### src/hdl/nprf_div.sv
`timescale 1ns / 1ps
// ----------------------------------------------------------------------------
// nprf_div: iterative signed divider
// Computes trunc(num / den) one quotient bit per cycle, saturated to 32 bits.
// ----------------------------------------------------------------------------
module nprf_div
(
    input  logic               clk,
    input  logic               rst_n,
    input  logic               start,
    input  logic signed [63:0] num,
    input  logic signed [63:0] den,
    output logic               done,
    output logic signed [31:0] quot
);

    logic [63:0] n_reg, n_next;
    logic [63:0] d_reg, d_next;
    logic [63:0] q_reg, q_next;
    logic [63:0] r_reg, r_next;
    logic        neg_reg, neg_next;
    logic [6:0]  cnt_reg, cnt_next;
    logic        busy_reg, busy_next;
    logic [64:0] r_sh;
    logic [63:0] q_signed;

    always_comb
    begin
        n_next    = n_reg;
        d_next    = d_reg;
        q_next    = q_reg;
        r_next    = r_reg;
        neg_next  = neg_reg;
        cnt_next  = cnt_reg;
        busy_next = busy_reg;
        r_sh      = {r_reg, n_reg[63]};
        if (start)
        begin
            n_next    = num[63] ? -num : num;
            d_next    = den[63] ? -den : den;
            neg_next  = num[63] ^ den[63];
            q_next    = '0;
            r_next    = '0;
            cnt_next  = 7'd64;
            busy_next = 1'b1;
        end
        else if (busy_reg)
        begin
            n_next = {n_reg[62:0], 1'b0};
            if (r_sh >= {1'b0, d_reg})
            begin
                r_next = 64'(r_sh - {1'b0, d_reg});
                q_next = {q_reg[62:0], 1'b1};
            end
            else
            begin
                r_next = r_sh[63:0];
                q_next = {q_reg[62:0], 1'b0};
            end
            cnt_next = cnt_reg - 7'd1;
            if (cnt_reg == 7'd1)
                busy_next = 1'b0;
        end
    end

    always_ff @(posedge clk or negedge rst_n)
    begin
        if (!rst_n)
        begin
            busy_reg <= 1'b0;
            cnt_reg  <= '0;
        end
        else
        begin
            busy_reg <= busy_next;
            cnt_reg  <= cnt_next;
        end
    end

    always_ff @(posedge clk)
    begin
        n_reg   <= n_next;
        d_reg   <= d_next;
        q_reg   <= q_next;
        r_reg   <= r_next;
        neg_reg <= neg_next;
    end

    // Done pulses in the same cycle that the last quotient bit lands in q_reg.
    logic fin_reg;
    always_ff @(posedge clk or negedge rst_n)
    begin
        if (!rst_n)
            fin_reg <= 1'b0;
        else
            fin_reg <= busy_reg && (cnt_reg == 7'd1);
    end

    assign q_signed = neg_reg ? -q_reg : q_reg;
    assign done     = fin_reg;
    assign quot     = (!neg_reg && q_reg[63:31] != '0) ? 32'sh7FFF_FFFF :
                      (neg_reg && q_reg > 64'h8000_0000) ? 32'sh8000_0000 :
                      q_signed[31:0];

endmodule
### config.mk
export PLATFORM = sky130hd
export DESIGN_NAME = nprf_div
export DESIGN_NICKNAME = d
export VERILOG_FILES = /design/src/hdl/nprf_div.sv
export SDC_FILE = /design/constraint.sdc
export NUM_CORES = 1
export LEC_CHECK = 0
export ABC_AREA = 1
export BUFFER_PORTS_ARGS = -buffer_cell sky130_fd_sc_hd__clkbuf_2
export CAP_MARGIN = 20
export CORE_MARGIN = 2
export CORE_UTILIZATION = 50
export DETAILED_ROUTE_END_ITERATION = 10
export PLACE_DENSITY = 0.73
export SYNTH_ARGS = -nofsm -noshare
export SYNTH_HDL_FRONTEND = slang
export SYNTH_SLANG_ARGS = --single-unit
export TNS_END_PERCENT = 100
### constraint.sdc
create_clock -name clk -period 10.2 [get_ports clk]
set_clock_uncertainty 0.05 [all_clocks]
set_input_delay 1.53 -clock clk [delete_from_list [all_inputs] [get_ports clk]]
set_output_delay 1.53 -clock clk [all_outputs]
set_load 0.05 [all_outputs]
### Yosys cells after proc, flatten, opt, wreduce, memory -nomap -nowiden

Index checks and enable logic that the tools add are counted.

| cells by class | value |
|---|---|
| $add $sub $neg | 5 |
| order comparisons | 2 |
| eq/ne operators | 1 |
| muxes and demuxes | 14 |
| bitwise operators | 1 |
| reductions and logical operators | 6 |

Operators with widths:

| kind | count |
|---|---|
| $mux W64 | 4 |
| $neg A64 Y64 | 2 |
| $mux W32 | 3 |
| $ge A65 B64 Y1 | 1 |
| $gt A64 B32 Y1 const B | 1 |
| $sub A64 B64 Y64 | 1 |
| $mux W63 | 1 |
| $reduce_bool A33 Y1 | 1 |
| $neg A32 Y32 | 1 |
| $mux W7 | 2 |
| $eq A7 B1 Y1 const B | 1 |
| $sub A7 B1 Y7 const B | 1 |
| $mux W1 | 4 |
| $logic_and A1 B1 Y1 | 3 |
| $reduce_bool A2 Y1 | 1 |
| $logic_not A1 Y1 | 1 |
| $xor A1 B1 Y1 | 1 |

| storage, ports and cells | value |
|---|---|
| flip-flop bits (word level) | 266 |
| input bits | 131 |

### Longest topological paths before layout

| depth | value |
|---|---|
| word-level depth | 4 |
| gate-level depth with buffers | 20 |
| depth with buffers taken out | 18 |

### Worst setup path after synthesis

OpenSTA, ideal clock, no wires.

| timing path | value |
|---|---|
| path type | input -> register |
| start | input port start |
| end | register n_reg[0] (enable) |
| setup time | 0.454 ns |
| arrival time | 3.920 ns |
| data required time | 9.696 ns |
| setup slack | 5.776 ns |
| stages on the path | 4 |
| buffers on the path | 2 |
| cells stage by stage | clkbuf_1 > nor2_1 > inv_1 > clkbuf_1 |

| between the ends | value |
|---|---|
| word-level cells in the longest chain between the ends | 1 |

Ends and longest elaborated chain:

| what | line | text |
|---|---|---|
| from (decl) | 10 | `input logic start,` |
| $reduce_bool A2 Y1 (no source line) | n/a |  |
| to (signal assigned) | 82 | `n_reg <= n_next;` |
| to (decl) | 17 | `logic [63:0] n_reg, n_next;` |

No other way between the ends.
A chain may end at the register's enable or synchronous reset.

### Final worst setup path

| timing path | value |
|---|---|
| start | register neg_reg |
| end | output port quot[16] |

| between the ends | value |
|---|---|
| word-level cells in the longest chain between the ends | 3 |
| elaborated cells on any way between the ends | 6 |
| classes of those cells | mux (3); reduce/logical (3) |

Ends and longest elaborated chain:

| what | line | text |
|---|---|---|
| from (decl) | 21 | `logic neg_reg, neg_next;` |
| from (signal assigned) | 86 | `neg_reg <= neg_next;` |
| $mux W32 (tied with other cells) | 99 | `assign q_signed = neg_reg ? -q_reg : q_reg;` |
| $mux W32 / $logic_and A1 B1 Y1 (equally long branches) | 102, 101 |  |
| $mux W32 (*) | 101 | `assign quot = (!neg_reg && q_reg[63:31] != '0) ? 32'sh7FFF_FFFF :` |
| to (decl) | 14 | `output logic signed [31:0] quot` |

Mark *: on every way between the ends. The rest lies on a longest branch, timed or not.

==> flow_summary.yaml <==
drt:
  drc: 0
  dr_total_vias: 21100
  first_iter_violations: 1989
  routedWlPerCell_um: 16.6
  vias_per_cell: 5.33
  wirelength_um: 65700
  drt_pass1_iterations: 6
  antenna_left: 0
logic_synthesis:
  synthTopCellsByArea: "edfxtp_1 18%, nand2_1 17%, dfxtp_1 12%"
  synth_warnings: 0
  yosysTopAreaCell: "edfxtp_1"
  ys_seq_area_frac: 0.317
  synth_ff_type: "edfxtp_1"
  yosysTopAreaCellShare: 0.185
  synth-edff-count: 129
  yosys-top-cells-count: "943 x nand2_1, 549 x inv_1, 387 x nor2_1"
  synth_fp_nets: 3482
  syn_area_um2: 21000
  synthDistinctLibCells: 54
  synth-seq-cells: 266
  synthArstFlopShare: 0.0338
  yosysMostFrequentCell: "nand2_1"
  avgSynthCellArea_um2: 6.40
  netlist_instances: 3281
worst_hold_path:
  hold_class: "flop to flop"
sta:
  whs_ns: 0.422
  rsz0062_at_grt: "false"
  maxSlewViolCount: 0
  tightest_slew_ns: 1.07
  final_hold_viol_count: 0
  setup_slack_ns: 5.24
  finalCritPeriodShare: 0.486
  fin_tns_setup_ns: 0
  max_freq_mhz: 202
  maxSlewHeadroom: 0.284
  period_minus_slack_ns: 4.96
  finalSetupViolCount: 0
critical_path:
  worstPathRequired_ns: 8.62
  timing.rr.end: "r_reg[36]$_SDFFE_PP0P_"
  cp_num_cells: 6
  crit_type: "flop to output pin"
  rr_startpoint: "d_reg[4]$_DFFE_PP_"
  reg2reg_slack_ns: 6.43
  crit_slowest_cell: "edfxtp_1"
  start_kind: "flop"
  cp_max_fo: 27
  slowest_delay_ns: 0.87
  end_kind: "output pin"
  critPathArrivalTime_ns: 3.38
  cp_common_cell: "inv_1"
  cp_top_family: "buffers and inverters"
  critPathCapture: "quot[16]"
  path_buf_inv: 3
  ff2ff_path_depth: 18
  path_cells: "inv_1, nand2_1, inv_1, nor3_1, a211oi_1, clkbuf_2"
  critPathLaunch: "neg_reg$_DFFE_PP_"
clocking:
  clock-sinks: 266
  numCtsBuffers: 30
  hold_buffers: 0
  cts.clk_slew.worst_paths_ns: 0.06
  cts_resized: 0
  tritoncts: "built"
  insertion_delay_ns: 0.58
  post_cts_buffers: 0
  cts-root-buf: "clkbuf_16"
  clock_path_buffers: 3
  htreeDepth: 1
pwr:
  clockPowerShare: 0.212
  pwr-share-seq: 0.280
  vdd_drop_max_uv: 149
  switching_share: 0.464
  p_per_area_nw_per_um2: 223
  p_int_mw: 2.76
  combPwrFrac: 0.508
  p_sw_mw: 2.39
  p_leak_nw: 11.6
layout:
  nets: 3597
  layout.core_utilization: 0.556
  area.growth.synth_to_final_pct: 10.3
  fillers: 4233
  drive_above_1_share: 0.0830
placement:
  place.gp.congestion: 1.00
  detailed_place_hpwl_um: 52400
  pre_cts_ws_ns: 5.97
  port-buffer-count: 163
floorplanning:
  floorplan.core_area_um2: 41700
  die_area_um2: 43600
  die_h_um: 209
  start_util: 0.504
  die_w_um: 209
  rows: 75
  ios: 164
global_routing:
  grt_pass1_wl_um: 104000
  grt_max_degree: 119
  antenna_found_initial: 3
  grt_use_total: 0.298
  grt-ovfl-total: 0
  grt_pass1_vias: 19874
outcome:
  outcome: "completed"
job:
  maxCapViolations: 0
-- layer usage --
metal  part of all wire  GRT usage
met5            0.00062          0
met4              0.036      0.102
met3              0.076     0.0451
met2               0.46      0.500
met1               0.43      0.393
-- worst reg2reg max path, delay by kind of cell, from the launching register on --
kind | cells | cell delay (ns)
flops | 1 | 0.45
simple gates | 15 | 2.60
fa+ha+maj | 1 | 0.35
buf+inv | 2 | 0.18
-- cell families after synthesis --
logic type	Yosys count	synth area share
xor gates and xnor gates	135	0.0563
DFF	266	0.317
AOI/OAI and AO/OA	379	0.102
and+or+nand+nor	1785	0.363
adders and majority gates	70	0.0421
buffers and inverters	646	0.119
-- worst min path at each step --
stage               cells after the start              startpoint  slack [ns]                     end
CTS                                     2  q_reg[63]$_SDFFE_PP0P_        0.42  q_reg[63]$_SDFFE_PP0P_
global route                            2  r_reg[55]$_SDFFE_PP0P_        0.43  r_reg[55]$_SDFFE_PP0P_
global placement                        2  q_reg[63]$_SDFFE_PP0P_        0.39  q_reg[63]$_SDFFE_PP0P_
detailed placement                      2  q_reg[63]$_SDFFE_PP0P_        0.40  q_reg[63]$_SDFFE_PP0P_
floorplan                               2  q_reg[63]$_SDFFE_PP0P_        0.38  q_reg[63]$_SDFFE_PP0P_
finish                                  2  r_reg[55]$_SDFFE_PP0P_        0.42  r_reg[55]$_SDFFE_PP0P_
-- cell type report --
type	instances	area, um2	share of cell area
diodes	1	2.50	0.000108
clock buffers	46	873	0.0377
clock inverters	10	119	0.00513
inverters	557	2090	0.0904
multi-input cells	2369	11800	0.511
flip-flops and latches	266	6660	0.288
well taps	539	674	0.0291
repair buffers	172	906	0.0391
-- layout by cell type (no fill, tap or decap), drive strengths merged, types with 3 or more instances in the layout --
| master | n |
|---|---|
| and2 | 3 |
| o31ai | 5 |
| o22ai | 63 |
| inv | 558 |
| dfrtp | 9 |
| o21bai | 15 |
| ha | 69 |
| nand3 | 235 |
| a21oi | 100 |
| xnor2 | 14 |
| nand4 | 97 |
| o21ai | 151 |
| dfxtp | 128 |
| o211ai | 9 |
| nor3 | 38 |
| buf | 10 |
| nand3b | 14 |
| nor4 | 21 |
| edfxtp | 129 |
| xor2 | 121 |
| nand2 | 954 |
| clkinv | 6 |
| clkbuf | 208 |
| o21a | 4 |
| or2 | 12 |
| a31oi | 26 |
| nor2 | 406 |
| a21o | 3 |
-- through the flow --
stage / total power, mW / instance area [um2] / std cells
after CTS: 5.13 / 23100 / 3958
after global routing: 5.54 / 23200 / 3959
after global placement: 4.01 / 22100 / 3902
after detailed placement: 4.02 / 22100 / 3902
final: 5.15 / 23200 / 3960
after floorplan: 3.37 / 21000 / 3281
-- power by group through the flow --
stage	registers (mW)	clock network (mW)	logic, mW
finish	1.44	1.09	2.62
detailed placement	1.46	0	2.57
global placement	1.46	0	2.55
global route	1.46	1.15	2.92
CTS	1.44	1.11	2.58
floorplan	1.42	0	1.96
(Power assumes the default switching activity.)
